--- src/hw/rtl/mdt_pkg.sv ---
`default_nettype none

package mdt_pkg;

   localparam int SLOTS_DEFAULT = 8;
   localparam int TIME_W        = 32;
   localparam int SLOT_W        = 3;
   localparam int OP_W          = 3;
   localparam int MASK_W        = 8;

   localparam logic [OP_W-1:0] OP_TICK       = 3'd0;
   localparam logic [OP_W-1:0] OP_ARM_ONCE   = 3'd1;
   localparam logic [OP_W-1:0] OP_ARM_REPEAT = 3'd2;
   localparam logic [OP_W-1:0] OP_RESTART    = 3'd3;
   localparam logic [OP_W-1:0] OP_DISABLE    = 3'd4;

   typedef struct packed {
      logic [TIME_W-1:0] add_a;
      logic [TIME_W-1:0] add_b;
      logic [TIME_W-1:0] cmp_a;
      logic [TIME_W-1:0] cmp_b;
   } alu_req_type;

   typedef struct packed {
      logic [TIME_W-1:0] sum;
      logic              ge;
   } alu_rsp_type;

endpackage

`default_nettype wire

--- src/hw/rtl/multi_slot_deadline_timer.sv ---
// Table of timer slots, each with a period, a wrapping 32-bit deadline, an
// enable bit and a repeat bit. Commands arrive as words on the req channel:
// tick, arm once, arm repeated, restart and disable. A tick scans every slot
// in index order and sends one rsp word per fired slot, with tlast set on the
// final one of that tick; a tick with nothing due sends nothing.
// The csr channel writes the handler mask and is always ready; write it only
// while the block is idle.
// Disable acts as the command is taken; arm then writes both memories, and restart
// reads the period and writes a new deadline if the slot was armed with a nonzero
// period. A tick uses one shared adder and comparator that serves each slot in turn,
// and the period and deadline memories give one registered read per slot.
// req_tready is high only between commands; one command is in work at a time.
// A stalled rsp receiver holds the scan: one fired slot waits in the output
// register and one more in a pending register before the scan stops.
// Reset clears all slots to disabled with no valid period and the mask to zero;
// it clears only registers, so it needs no clearing pass over the memories.
`default_nettype none

module multi_slot_deadline_timer #(
   parameter int SLOTS = mdt_pkg::SLOTS_DEFAULT
) (
   input  wire logic        clock,
   input  wire logic        reset,
   input  wire logic        req_tvalid,
   output logic             req_tready,
   // operation[2:0], slot[5:3], period[37:6], now[69:38], zero fill
   input  wire logic [71:0] req_tdata,
   output logic             rsp_tvalid,
   input  wire logic        rsp_tready,
   // fired_slot[2:0], zero fill
   output logic [7:0]       rsp_tdata,
   output logic             rsp_tlast,
   input  wire logic        csr_valid,
   output logic             csr_ready,
   input  wire logic [7:0]  csr_data
);

   localparam int IW = (SLOTS > 1) ? $clog2(SLOTS) : 1;
   localparam int CW = $clog2(SLOTS + 1);
   localparam int TW = mdt_pkg::TIME_W;

   localparam logic [2:0] ST_IDLE   = 3'd0;
   localparam logic [2:0] ST_ARM    = 3'd1;
   localparam logic [2:0] ST_RST_RD = 3'd2;
   localparam logic [2:0] ST_RST_EX = 3'd3;
   localparam logic [2:0] ST_SC_RD  = 3'd4;
   localparam logic [2:0] ST_SC_EV  = 3'd5;
   localparam logic [2:0] ST_SC_END = 3'd6;

   logic [2:0]                   state_ff, state_in;
   logic [IW-1:0]                slot_ff, slot_in;
   logic                         arm_rep_ff, arm_rep_in;
   logic [TW-1:0]                per_ff, per_in;
   logic [TW-1:0]                now_ff, now_in;
   logic [SLOTS-1:0]             enabled_ff, enabled_in;
   logic [SLOTS-1:0]             repeat_ff, repeat_in;
   logic [SLOTS-1:0]             pvalid_ff, pvalid_in;
   logic [mdt_pkg::MASK_W-1:0]   mask_ff, mask_in;
   logic [CW-1:0]                cnt_ff, cnt_in;
   logic                         pend_valid_ff, pend_valid_in;
   logic [mdt_pkg::SLOT_W-1:0]   pend_slot_ff, pend_slot_in;
   logic                         rsp_valid_ff, rsp_valid_in;
   logic [mdt_pkg::SLOT_W-1:0]   rsp_slot_ff, rsp_slot_in;
   logic                         rsp_last_ff, rsp_last_in;

   logic [mdt_pkg::OP_W-1:0]     req_op;
   logic [mdt_pkg::SLOT_W-1:0]   req_slot;
   logic [TW-1:0]                req_period;
   logic [TW-1:0]                req_now;
   logic                         req_slot_ok;
   logic [IW-1:0]                req_idx;
   logic [IW-1:0]                cnt_idx;
   logic                         out_free;
   logic                         push;
   logic [mdt_pkg::SLOT_W-1:0]   push_slot;
   logic                         push_last;
   logic                         eligible;

   logic                         per_we, dl_we, ram_re;
   logic [IW-1:0]                ram_waddr, ram_raddr;
   logic [TW-1:0]                per_wdata, dl_wdata;
   logic [TW-1:0]                per_q, dl_q;

   mdt_pkg::alu_req_type         alu_req;
   mdt_pkg::alu_rsp_type         alu_rsp;

   assign req_op      = req_tdata[2:0];
   assign req_slot    = req_tdata[5:3];
   assign req_period  = req_tdata[37:6];
   assign req_now     = req_tdata[69:38];
   assign req_slot_ok = (32'(req_slot) < 32'(SLOTS));
   assign req_idx     = IW'(req_slot);
   assign cnt_idx     = cnt_ff[IW-1:0];
   assign out_free    = !rsp_valid_ff || rsp_tready;
   assign eligible    = enabled_ff[cnt_idx] && (32'(cnt_idx) < 32'(mdt_pkg::MASK_W))
                        && mask_ff[3'(cnt_idx)];

   assign req_tready = (state_ff == ST_IDLE);
   assign csr_ready  = 1'b1;
   assign rsp_tvalid = rsp_valid_ff;
   assign rsp_tdata  = {5'd0, rsp_slot_ff};
   assign rsp_tlast  = rsp_last_ff;

   mdt_ram #(.WIDTH(TW), .DEPTH(SLOTS)) u_period_ram (
      .clock   (clock),
      .wr_en   (per_we),
      .wr_addr (ram_waddr),
      .wr_data (per_wdata),
      .rd_en   (ram_re),
      .rd_addr (ram_raddr),
      .rd_data (per_q)
   );

   mdt_ram #(.WIDTH(TW), .DEPTH(SLOTS)) u_deadline_ram (
      .clock   (clock),
      .wr_en   (dl_we),
      .wr_addr (ram_waddr),
      .wr_data (dl_wdata),
      .rd_en   (ram_re),
      .rd_addr (ram_raddr),
      .rd_data (dl_q)
   );

   mdt_alu u_alu (
      .alu_req (alu_req),
      .alu_rsp (alu_rsp)
   );

   always_comb begin
      alu_req.cmp_a = now_ff;
      alu_req.cmp_b = dl_q;
      alu_req.add_a = now_ff;
      alu_req.add_b = per_ff;
      unique case (state_ff)
         ST_RST_EX: begin
            alu_req.add_b = per_q;
         end
         ST_SC_EV: begin
            alu_req.add_a = dl_q;
            alu_req.add_b = per_q;
         end
         default: begin
         end
      endcase
   end

   always_comb begin
      state_in      = state_ff;
      slot_in       = slot_ff;
      arm_rep_in    = arm_rep_ff;
      per_in        = per_ff;
      now_in        = now_ff;
      enabled_in    = enabled_ff;
      repeat_in     = repeat_ff;
      pvalid_in     = pvalid_ff;
      mask_in       = csr_valid ? csr_data : mask_ff;
      cnt_in        = cnt_ff;
      pend_valid_in = pend_valid_ff;
      pend_slot_in  = pend_slot_ff;
      push          = 1'b0;
      push_slot     = pend_slot_ff;
      push_last     = 1'b0;
      per_we        = 1'b0;
      dl_we         = 1'b0;
      ram_re        = 1'b0;
      ram_waddr     = slot_ff;
      ram_raddr     = slot_ff;
      per_wdata     = per_ff;
      dl_wdata      = alu_rsp.sum;

      unique case (state_ff)
         ST_IDLE: begin
            if (req_tvalid) begin
               slot_in    = req_idx;
               per_in     = req_period;
               now_in     = req_now;
               arm_rep_in = (req_op == mdt_pkg::OP_ARM_REPEAT);
               cnt_in     = '0;
               if (req_op == mdt_pkg::OP_TICK) begin
                  state_in = ST_SC_RD;
               end else if (req_slot_ok) begin
                  case (req_op)
                     mdt_pkg::OP_ARM_ONCE, mdt_pkg::OP_ARM_REPEAT: begin
                        state_in = ST_ARM;
                     end
                     mdt_pkg::OP_RESTART: begin
                        state_in = ST_RST_RD;
                     end
                     mdt_pkg::OP_DISABLE: begin
                        enabled_in[req_idx] = 1'b0;
                     end
                     default: begin
                     end
                  endcase
               end
            end
         end
         ST_ARM: begin
            per_we              = 1'b1;
            dl_we               = 1'b1;
            enabled_in[slot_ff] = 1'b1;
            repeat_in[slot_ff]  = arm_rep_ff;
            pvalid_in[slot_ff]  = 1'b1;
            state_in            = ST_IDLE;
         end
         ST_RST_RD: begin
            ram_re   = 1'b1;
            state_in = ST_RST_EX;
         end
         ST_RST_EX: begin
            if (pvalid_ff[slot_ff] && (per_q != '0)) begin
               dl_we               = 1'b1;
               enabled_in[slot_ff] = 1'b1;
            end
            state_in = ST_IDLE;
         end
         ST_SC_RD: begin
            if (cnt_ff == CW'(SLOTS)) begin
               state_in = ST_SC_END;
            end else begin
               ram_re    = 1'b1;
               ram_raddr = cnt_idx;
               state_in  = ST_SC_EV;
            end
         end
         ST_SC_EV: begin
            ram_waddr = cnt_idx;
            if (eligible && alu_rsp.ge) begin
               if (!pend_valid_ff || out_free) begin
                  push          = pend_valid_ff;
                  dl_we         = 1'b1;
                  pend_valid_in = 1'b1;
                  pend_slot_in  = 3'(cnt_idx);
                  if (!repeat_ff[cnt_idx]) begin
                     enabled_in[cnt_idx] = 1'b0;
                  end
                  cnt_in   = cnt_ff + 1'b1;
                  state_in = ST_SC_RD;
               end
            end else begin
               cnt_in   = cnt_ff + 1'b1;
               state_in = ST_SC_RD;
            end
         end
         ST_SC_END: begin
            if (!pend_valid_ff) begin
               state_in = ST_IDLE;
            end else if (out_free) begin
               push          = 1'b1;
               push_last     = 1'b1;
               pend_valid_in = 1'b0;
               state_in      = ST_IDLE;
            end
         end
         default: begin
            state_in = ST_IDLE;
         end
      endcase

      rsp_valid_in = rsp_valid_ff;
      rsp_slot_in  = rsp_slot_ff;
      rsp_last_in  = rsp_last_ff;
      if (push) begin
         rsp_valid_in = 1'b1;
         rsp_slot_in  = push_slot;
         rsp_last_in  = push_last;
      end else if (rsp_tready) begin
         rsp_valid_in = 1'b0;
      end
   end

   always_ff @(posedge clock) begin
      if (reset) begin
         state_ff      <= ST_IDLE;
         enabled_ff    <= '0;
         repeat_ff     <= '0;
         pvalid_ff     <= '0;
         mask_ff       <= '0;
         cnt_ff        <= '0;
         pend_valid_ff <= 1'b0;
         rsp_valid_ff  <= 1'b0;
      end else begin
         state_ff      <= state_in;
         enabled_ff    <= enabled_in;
         repeat_ff     <= repeat_in;
         pvalid_ff     <= pvalid_in;
         mask_ff       <= mask_in;
         cnt_ff        <= cnt_in;
         pend_valid_ff <= pend_valid_in;
         rsp_valid_ff  <= rsp_valid_in;
      end
      slot_ff      <= slot_in;
      arm_rep_ff   <= arm_rep_in;
      per_ff       <= per_in;
      now_ff       <= now_in;
      pend_slot_ff <= pend_slot_in;
      rsp_slot_ff  <= rsp_slot_in;
      rsp_last_ff  <= rsp_last_in;
   end

endmodule

`default_nettype wire

--- src/hw/rtl/mdt_ram.sv ---
`default_nettype none

module mdt_ram #(
   parameter int WIDTH = 32,
   parameter int DEPTH = 8
) (
   input  wire logic                                    clock,
   input  wire logic                                    wr_en,
   input  wire logic [((DEPTH > 1) ? $clog2(DEPTH) : 1)-1:0] wr_addr,
   input  wire logic [WIDTH-1:0]                        wr_data,
   input  wire logic                                    rd_en,
   input  wire logic [((DEPTH > 1) ? $clog2(DEPTH) : 1)-1:0] rd_addr,
   output logic      [WIDTH-1:0]                        rd_data
);

   logic [WIDTH-1:0] mem_ff [DEPTH];
   logic [WIDTH-1:0] rd_data_ff;

   always_ff @(posedge clock) begin
      if (wr_en) begin
         mem_ff[wr_addr] <= wr_data;
      end
      if (rd_en) begin
         rd_data_ff <= mem_ff[rd_addr];
      end
   end

   assign rd_data = rd_data_ff;

endmodule

`default_nettype wire

--- src/hw/rtl/mdt_alu.sv ---
`default_nettype none

module mdt_alu (
   input  wire mdt_pkg::alu_req_type alu_req,
   output mdt_pkg::alu_rsp_type      alu_rsp
);

   always_comb begin
      alu_rsp.sum = alu_req.add_a + alu_req.add_b;
      alu_rsp.ge  = (alu_req.cmp_a >= alu_req.cmp_b);
   end

endmodule

`default_nettype wire
--- config.mk ---
export PLATFORM = sky130hd
export DESIGN_NAME = multi_slot_deadline_timer
export DESIGN_NICKNAME = d
export VERILOG_FILES = /design/src/hw/rtl/mdt_pkg.sv /design/src/hw/rtl/multi_slot_deadline_timer.sv /design/src/hw/rtl/mdt_ram.sv /design/src/hw/rtl/mdt_alu.sv
export SDC_FILE = /design/constraint.sdc
export NUM_CORES = 1
export LEC_CHECK = 0
export BUFFER_PORTS_ARGS = -buffer_cell sky130_fd_sc_hd__buf_2
export CAP_MARGIN = 20
export CORE_UTILIZATION = 40
export CTS_CLUSTER_SIZE = 10
export DETAILED_ROUTE_END_ITERATION = 6
export PLACE_DENSITY = 0.58
export RECOVER_POWER = 25
export SLEW_MARGIN = 5
export SYNTH_ARGS = -nofsm -noshare
export SYNTH_HDL_FRONTEND = slang
export SYNTH_SLANG_ARGS = --single-unit
--- constraint.sdc ---
create_clock -name clock -period 9.05 [get_ports clock]
set_input_delay 0.4525 -clock clock [delete_from_list [all_inputs] [get_ports clock]]
set_output_delay 0.4525 -clock clock [all_outputs]
set_load 0.1 [all_outputs]
==> flow_summary.toml, run 1 <==
[clock_network]
postCtsSetupBuffers = 0
clock-sinks = 692
cts_max_level = 3
clk_pin_slew_ns = 0.05
cts_root_buffer = "clkbuf_16"
clock_latency_ns = 0.60
cts.path.max_buffers = 3
cts_made_buffers = 81
cts_tree = "done"

[finish]
drive_above_1_share_pct = 24.2
seq_area_mm2 = 0.0204
area_delta_synth_final_pct = 15.2
fin_cells = 2790
fill_cells = 6047
utilization_pct = 46.6
multi_input_area_mm2 = 0.00816
final_nets = 1963
diodes = 0

[timing]
grt_setup_unrepaired = "no"
final_max_slew_viol_count = 46
relSlewSlack_pct = -33.0
whs_ns = 0.0344
fin_crit_ns = 5.01
max_freq_mhz = 200
setup_viol = 0
finalCritPeriodShare_pct = 55.4
tightest_slew_ns = 1.99
final_hold_viol_count = 0
finalSetupTns_ns = 0
finClkSkew_ns = 0.0171

[yosys]
synth.top_cell.area_share_pct = 67.6
yosys-top-cells-count = "651 x edfxtp_1, 131 x mux4_2, 95 x mux2_2"
synth-seq-area-share_pct = 70.5
async_flop_share_pct = 0
syn_area_mm2 = 0.0289
avgSynthCellArea_um2 = 17.6
synth.most_common_cell = "edfxtp_1"
synth_edf_count = 651
ys.warnings.count = 0
synth.largest_area_cell = "edfxtp_1"
synthCells = 1645
ys_seq_elements = 692
synthDistinctLibCells = 70
synthTopCellsByArea = "edfxtp_1 68%, mux4_2 10%, mux2_2 3.7%"
yosys_most_used_dff = "edfxtp_1"

[detailed_routing]
routedWlPerCell_um = 23.5
route.detailed.drc = 0
dr.pass1.iters = 5
drt-total-wl_um = 65400
ant_nets = 0
first_iter_violations = 1159
viasPerCell = 5.45
dr_total_vias = 15200

[placed_design]
hpwl_um = 38400
io_buffers = 88
place.gp.congestion = 0.824
dp.cells = 2632

[worst_setup_path]
crit_top_cell = "o21ai_0"
crit_arrival_ns = 5.35
crit_family = "compound AO/OA/AOI/OAI gates"
ff2ff_path_depth = 13
reg2reg_from = "state_ff[1]"
slowest_delay_ns = 0.68
reg2reg_to = "u_deadline_ram.mem_ff[7][31]"
critPathSlowestCell = "o21ai_0"
path_buf_inv = 1
r2r_setup_slack_ns = 4.04
worstPathCellList = "nor2_1, o21ai_4, buf_4, mux2_2, ha_1, o21ai_0, o21ai_0, o2111ai_1, o21ai_0, a31oi_2, o41ai_1, a21oi_1, xnor2_1"
cp_max_fo = 32
cp-end-kind = "flip-flop"
crit_type = "reg -> reg"
critPathRequiredTime_ns = 9.39
startpoint_type = "flip-flop"

[power]
p_leak_nw = 11.3
p_per_area_mw_per_mm2 = 221
vdd_drop_max_mv = 0.125

[die]
die_h_um = 271
initial_core_util_pct = 40.4
io_pins = 97
fp.dieArea_mm2 = 0.0733
rows = 98
coreArea_mm2 = 0.0715
die_x_um = 271

[hold_path]
holdPathStages = 1
min-delay-start = "req_tdata[17]"
hold_end = "per_ff[11]"
min_path_type = "in -> reg"

[global_route]
track_usage_pct = 18.2
antenna_found_initial = 3
grt_max_degree = 129
grt_pass1_vias = 16100
grt_remaining_overflow = 0
grt_pass1_wl_um = 99200

[outcome]
violations = "max-capacitance violations, max-slew violations"
status = "finished with violations"

[flow_run]
cap_viol_max_count = 1
## worst max path at each step
stage,end,cells after the start,slack [ns],start
after CTS,u_deadline_ram.mem_ff[3][31],13,4.10,state_ff[1]
after global placement,u_deadline_ram.mem_ff[3][30],13,4.11,state_ff[0]
after floorplan,cnt_ff[2],6,3.85,state_ff[1]
after detailed placement,u_deadline_ram.mem_ff[1][30],13,4.13,state_ff[0]
final,u_deadline_ram.mem_ff[7][31],13,4.04,state_ff[1]
after global routing,u_deadline_ram.mem_ff[3][31],14,3.69,state_ff[2]
## worst reg2reg max path, cell delays in order, from the launching register on
cell	delay (ns)
dfxtp_1	0.56
nor2_1	0.18
o21ai_4	0.16
buf_4	0.48
mux2_2	0.48
ha_1	0.33
o21ai_0	0.11
o21ai_0	0.18
o2111ai_1	0.19
o21ai_0	0.68
a31oi_2	0.30
o41ai_1	0.49
a21oi_1	0.17
xnor2_1	0.43
## routing by layer
layer / routed length (um) / global-route usage, % / share of wire [%]
met5: 0 / 0 / 0
met2: 32200 / 30.5 / 49
met1: 28500 / 24.0 / 44
met4: 1520 / 5.90 / 2.3
met3: 3230 / 3.11 / 4.9
## kinds of logic after synthesis
group / Yosys count / share of synthesized area [%]
fa+ha+maj: 66 / 2.88
simple gates: 262 / 4.29
flops: 692 / 70.5
other cells: 2 / 0.0260
mux: 247 / 14.6
buf+inv: 133 / 1.93
xor+xnor: 28 / 0.849
compound gates: 215 / 4.90
## cell usage in the layout (no fill, tap or decap), types with 4 or more instances in the layout
master and n:
edfxtp_1 651, mux4_2 131, mux2_2 95, clkbuf_16 86
buf_2 74, nor2_1 73, nand2_1 69, ha_1 65
o21ai_0 54, inv_1 52, dlygate4sd3_1 47, a21oi_1 45
dfxtp_1 41, a21o_1 33, clkbuf_1 29, mux2i_1 21
buf_4 21, xnor2_1 19, nor2b_1 16, nand4_1 15
nor2_4 15, nor3_1 13, a31oi_1 13, nor4_1 12
nand3_1 9, xor2_1 9, nand2b_1 8, a41oi_1 8
o31ai_1 7, and3_1 6, a211oi_1 6, nor3b_1 6
conb_1 6, clkinv_1 6, or3_1 5, o41ai_1 5
o2111ai_1 4
## where the power goes
part	total (mW)	internal [mW]	switching, mW	leakage, nW
combinational	0.715	0.281	0.434	3.92
sequential	3.77	3.71	0.0605	6.24
clock	2.88	1.70	1.18	1.11
total	7.37	5.69	1.68	11.3
## through the flow
step / area, um^2 / power [mW] / setup slack [ns]
floorplan: 28900 / 4.31 / 3.85
CTS: 33300 / 7.45 / 4.10
global route: 33300 / 7.64 / 3.69
finish: 33300 / 7.37 / 4.04
detailed placement: 30600 / 4.55 / 4.13
global placement: 30600 / 4.52 / 4.11
## registers in the layout, summed over array words and instances (netlist names), 32 cells and up
register	count
now_ff	32
per_ff	32
u_deadline_ram.mem_ff	256
u_deadline_ram.rd_data	32
u_period_ram.mem_ff	256
u_period_ram.rd_data	32
## area by class of cell
type,count,share of cell area [%]
clock buffers,102,6.68
clock inverters,9,0.154
inverters,55,0.624
multi-input cells,824,24.5
flip-flops and latches,692,61.2
well taps,950,3.57
repair buffers,158,3.28
## what timing repair did
action / in CTS / in global routing
hold endpoints to repair: 47 / 0
hold buffers: 47 / 0
gates resized for setup: 0 / 0
(Power assumes the default switching activity.)
==> run 2, diff against run 1 <==
==> constraint.sdc (replaced) <==
create_clock -name clock -period 4.65 [get_ports clock]
set_input_delay 0.2325 -clock clock [delete_from_list [all_inputs] [get_ports clock]]
set_output_delay 0.2325 -clock clock [all_outputs]
set_load 0.1 [all_outputs]
==> run 2 against run 1 <==
Sequential cell count stayed put. Routed wire length is 2.1% higher. The flow now finishes without violations. Utilization is 1.0 points higher. Via count is 1.0% higher. Total power is 98% higher. Global-route usage is 0.25 points higher. Non-clock buffer count is 54 higher. Maximum frequency is 16% higher.
==> flow_summary.toml, run 2 (synthesized netlist as in run 1, its figures left out) <==
[timing]
final_max_slew_viol_count = 0
max_freq_mhz = 231
tightest_slew_ns = 0.905
fin_crit_ns = 4.32
finalCritPeriodShare_pct = 93.0
grt_setup_unrepaired = "no"
finalSetupTns_ns = 0
finClkSkew_ns = 0.0188
relSlewSlack_pct = 39.5
setup_viol = 0
final_hold_viol_count = 0

[detailed_routing]
route.detailed.drc = 0
first_iter_violations = 1217
drt-total-wl_um = 66800
viasPerCell = 5.38
ant_nets = 0
routedWlPerCell_um = 23.4
dr_total_vias = 15400
dr.pass1.iters = 6

[worst_setup_path]
critPathRequiredTime_ns = 4.98
crit_type = "reg -> reg"
cp-end-kind = "flip-flop"
crit_arrival_ns = 4.66
startpoint_type = "flip-flop"
cp_max_fo = 18

[die]
coreArea_mm2 = 0.0715
initial_core_util_pct = 40.4
die_h_um = 271
die_x_um = 271
io_pins = 97
fp.dieArea_mm2 = 0.0733
rows = 98

[placed_design]
io_buffers = 88
place.gp.congestion = 0.841
hpwl_um = 41000

[clock_network]
clock-sinks = 692
clk_pin_slew_ns = 0.06
cts_max_level = 3
cts_tree = "done"
postCtsSetupBuffers = 0
cts.path.max_buffers = 3
cts_root_buffer = "clkbuf_16"
cts.hold.buffers_added = 78
cts_made_buffers = 83
cts.repair.resized = 0
clock_latency_ns = 0.62

[power]
vdd_drop_max_mv = 0.245
p_per_area_mw_per_mm2 = 429
p_leak_nw = 11.6

[outcome]
status = "finished, final reports clean"

[finish]
layout_commonest_cell = "edfxtp_1"
reg_top3 = "u_deadline_ram.mem_ff x256, u_period_ram.mem_ff x256"
area_delta_synth_final_pct = 17.7
final_cell_mix = "651 x edfxtp_1, 131 x mux4_2, 95 x mux2_2"
diodes = 0
utilization_pct = 47.6
fill_cells = 5995
final_nets = 2019
drive_above_1_share_pct = 25.1

[global_route]
grt_pass1_wl_um = 101000
grt_max_degree = 53
grt_remaining_overflow = 0
track_usage_pct = 18.4
grt_pass1_vias = 16000
antenna_found_initial = 1

[hold_path]
min_path_type = "in -> reg"

[flow_run]
cap_viol_max_count = 0
[run 2: where the power goes]
part | total (mW) | internal [mW] | switching (mW)
combinational | 1.47 | 0.595 | 0.872
sequential | 7.34 | 7.23 | 0.116
clock | 5.77 | 3.38 | 2.39
total | 14.6 | 11.2 | 3.37
[run 2: metal layers]
layer  GRT usage (%)  share of wire (%)
met5               0                  0
met3            2.98                4.0
met2            31.2                 50
met1            24.7                 44
met4            4.67                2.0
[run 2: final cells by class]
cell class	instances	area [um^2]	area share [%]
Timing Repair Buffer	212	1720	5.07
Clock buffer	106	2230	6.54
Multi-Input combinational cell	824	8160	24.0
Sequential cell	692	20400	59.9
Tap cell	950	1190	3.49
Inverter	55	208	0.611
Clock inverter	18	141	0.416
[run 2: metrics by stage]
stage	worst slack [ns]	instance area, um^2	hold WS, ns	total power, mW	cells
floorplan	0.331	28900	0.331	8.39	1649
global placement	0.437	30900	0.405	8.86	2654
detailed placement	0.393	30900	0.408	8.90	2655
CTS	0.343	34000	0.0164	14.7	2857
global route	0.0319	34000	0.0583	15.1	2857
finish	0.325	34000	0.0488	14.6	2857
[run 2: critical path, stage by stage, from the launching register on]
cell       delay, ns
dfxtp_1         0.33
buf_4           0.19
nor2b_1         0.10
o21ai_4         0.24
buf_12          0.22
mux2_2          0.37
ha_1            0.33
o21ai_0         0.11
o21ai_0         0.21
o2111ai_1       0.21
o21ai_0         0.30
buf_4           0.19
a31oi_2         0.14
o41ai_1         0.39
a21oi_1         0.18
xnor2_1         0.51
[run 2: final timing paths]
kind | endpoint | startpoint | slack, ns | cells after the start
max | u_deadline_ram.mem_ff[1][31] | state_ff[2] | 0.33 | 15
min | mask_ff[6] | csr_valid | 0.05 | 3
max reg2reg | u_deadline_ram.mem_ff[1][31] | state_ff[2] | 0.33 | 15
min reg2reg | rsp_slot_ff[2] | pend_slot_ff[2] | 0.43 | 0
==> run 3, diff against run 2 <==
--- a/config.mk
+++ b/config.mk
@@ -8,6 +8,7 @@
 export BUFFER_PORTS_ARGS = -buffer_cell sky130_fd_sc_hd__buf_2
 export CAP_MARGIN = 20
 export CORE_UTILIZATION = 40
+export CTS_BUF_LIST = sky130_fd_sc_hd__clkbuf_8
 export CTS_CLUSTER_SIZE = 10
 export DETAILED_ROUTE_END_ITERATION = 6
 export PLACE_DENSITY = 0.58
==> run 3 against run 2 <==
Non-clock buffer count grew 11. Hold slack gained 0.070 ns. Via count grew 1.2%. Global-route usage is essentially flat. Sequential cell count is the same. Clock power shrank 15%. Clock skew grew 0.016 ns. Clock-buffer cell count grew 20. Critical endpoint is now u_deadline_ram.mem_ff[6][25]. Highest routed layer unchanged.
==> flow_summary.toml, run 3 (synthesized netlist as in run 1, its figures left out) <==
[worst_setup_path]
ff2ff_path_depth = 14
path_buf_inv = 3
worstPathCellList = "clkbuf_1, o21ai_4, buf_4, mux2_2, ha_1, a21o_1, a21o_1, a2111oi_0, o32ai_1, a31oi_2, buf_4, o21ai_1, a21oi_1, xnor2_1"
critical_path_depth = 14
startpoint_type = "flip-flop"
crit_family = "compound AO/OA/AOI/OAI gates"
critPathSlowestCell = "clkbuf_1"
cp-end-kind = "flip-flop"
crit_arrival_ns = 4.76
critPathRequiredTime_ns = 5.04
cp_max_fo = 13
r2r_setup_slack_ns = 0.28
slowest_delay_ns = 0.46
crit_type = "reg -> reg"

[clock_network]
cts_max_level = 3
cts_made_buffers = 114
cts.path.max_buffers = 3
clock-sinks = 692
clk_pin_slew_ns = 0.07
clock_latency_ns = 0.72
cts_root_buffer = "clkbuf_8"
cts_tree = "done"
postCtsSetupBuffers = 0

[global_route]
track_usage_pct = 18.5
grt_max_degree = 53
grt_remaining_overflow = 0
grt_pass1_wl_um = 101000
grt_pass1_vias = 16200
antenna_found_initial = 2

[timing]
grt_setup_unrepaired = "no"
relSlewSlack_pct = 38.8
finalSetupTns_ns = 0
max_freq_mhz = 229
final_hold_viol_count = 0
setup_viol = 0
fin_crit_ns = 4.37
finalCritPeriodShare_pct = 93.9
tightest_slew_ns = 0.916
whs_ns = 0.118
final_max_slew_viol_count = 0
finClkSkew_ns = 0.0353

[die]
die_h_um = 271
io_pins = 97
initial_core_util_pct = 40.4
coreArea_mm2 = 0.0715
fp.dieArea_mm2 = 0.0733
die_x_um = 271
rows = 98

[detailed_routing]
first_iter_violations = 1032
routedWlPerCell_um = 22.8
routed.top_layer = "met4"
dr.pass1.iters = 5
viasPerCell = 5.28
dr_total_vias = 15500
wl_met2_um = 33500
ant_nets = 0
met3WireLength_um = 2850
route.detailed.drc = 0
drt-total-wl_um = 67100
met1_length_um = 29400

[finish]
utilization_pct = 47.3
drive_above_1_share_pct = 26.2
layout_commonest_cell = "edfxtp_1"
area_delta_synth_final_pct = 17.1
final_nets = 2061
final_cell_mix = "651 x edfxtp_1, 131 x mux4_2, 126 x clkbuf_8"
reg_top3 = "u_deadline_ram.mem_ff x256, u_period_ram.mem_ff x256"

[power]
power_mw = 13.7
vdd_drop_max_mv = 0.202
p_per_area_mw_per_mm2 = 406
p_leak_nw = 11.7

[hold_path]
min_path_type = "in -> reg"
holdPathStages = 2

[flow_run]
cap_viol_max_count = 0

[placed_design]
io_buffers = 88
place.gp.congestion = 0.841
hpwl_um = 41000

[outcome]
status = "finished, final reports clean"
## run 3: changes by cell type in the layout (fill, tap and decap cells not counted), moves of 8 or more
cell	previous run	this run
clkbuf_1	29	12
clkbuf_8	2	126
clkinv_2	3	11
dlygate4sd3_1	78	89
clkbuf_16	85	0
inv_1	52	88
clkinv_1	9	21
## run 3: timing repair
| item | in CTS | in global routing |
|---|---|---|
| hold buffers | 89 | 0 |
| resized for setup | 0 | 0 |
| hold endpoints to repair | 89 | 0 |
## run 3: final cells by class
| type | instances | area, um^2 |
|---|---|---|
| well taps | 950 | 1190 |
| repair buffers | 223 | 1830 |
| flip-flops and latches | 692 | 20400 |
| inverters | 55 | 208 |
| fillers | 6046 | 37700 |
| diodes | 1 | 2.50 |
| multi-input cells | 824 | 8160 |
| clock inverters | 71 | 340 |
| clock buffers | 126 | 1730 |
## run 3: layer usage
| layer | vias up | GRT usage [%] |
|---|---|---|
| li1 | 7104 | - |
| met1 | 8010 | 24.7 |
| met2 | 331 | 30.9 |
| met3 | 103 | 3.35 |
| met4 | 0 | 5.01 |
| met5 | - | 0 |
## run 3: worst reg2reg max path, cell delays in order, from the launching register on
cell       delay, ns
dfxtp_1         0.33
clkbuf_1        0.46
o21ai_4         0.19
buf_4           0.25
mux2_2          0.38
ha_1            0.33
a21o_1          0.19
a21o_1          0.19
a2111oi_0       0.45
o32ai_1         0.18
a31oi_2         0.28
buf_4           0.18
o21ai_1         0.06
a21oi_1         0.20
xnor2_1         0.36
## run 3: worst paths after layout
| check | startpoint | endpoint |
|---|---|---|
| setup / recovery | state_ff[0] | u_deadline_ram.mem_ff[6][25] |
| hold / removal | reset | mask_ff[6] |
| setup reg to reg | state_ff[0] | u_deadline_ram.mem_ff[6][25] |
| hold reg to reg | pend_slot_ff[2] | rsp_slot_ff[2] |
## run 3: report_power, final
group | switching, mW | total [mW] | internal, mW
Combinational | 0.872 | 1.47 | 0.603
Clock | 2.35 | 4.92 | 2.56
Sequential | 0.116 | 7.34 | 7.22
Total | 3.34 | 13.7 | 10.4
## run 3: per-stage QoR
stage                     worst slack, ns  area [um^2]  cells
after floorplan                     0.331        28900   1649
after global placement              0.437        30900   2654
after detailed placement            0.393        30900   2655
after CTS                           0.333        33800   2941
after global routing              0.00327        33800   2942
final                               0.283        33800   2942
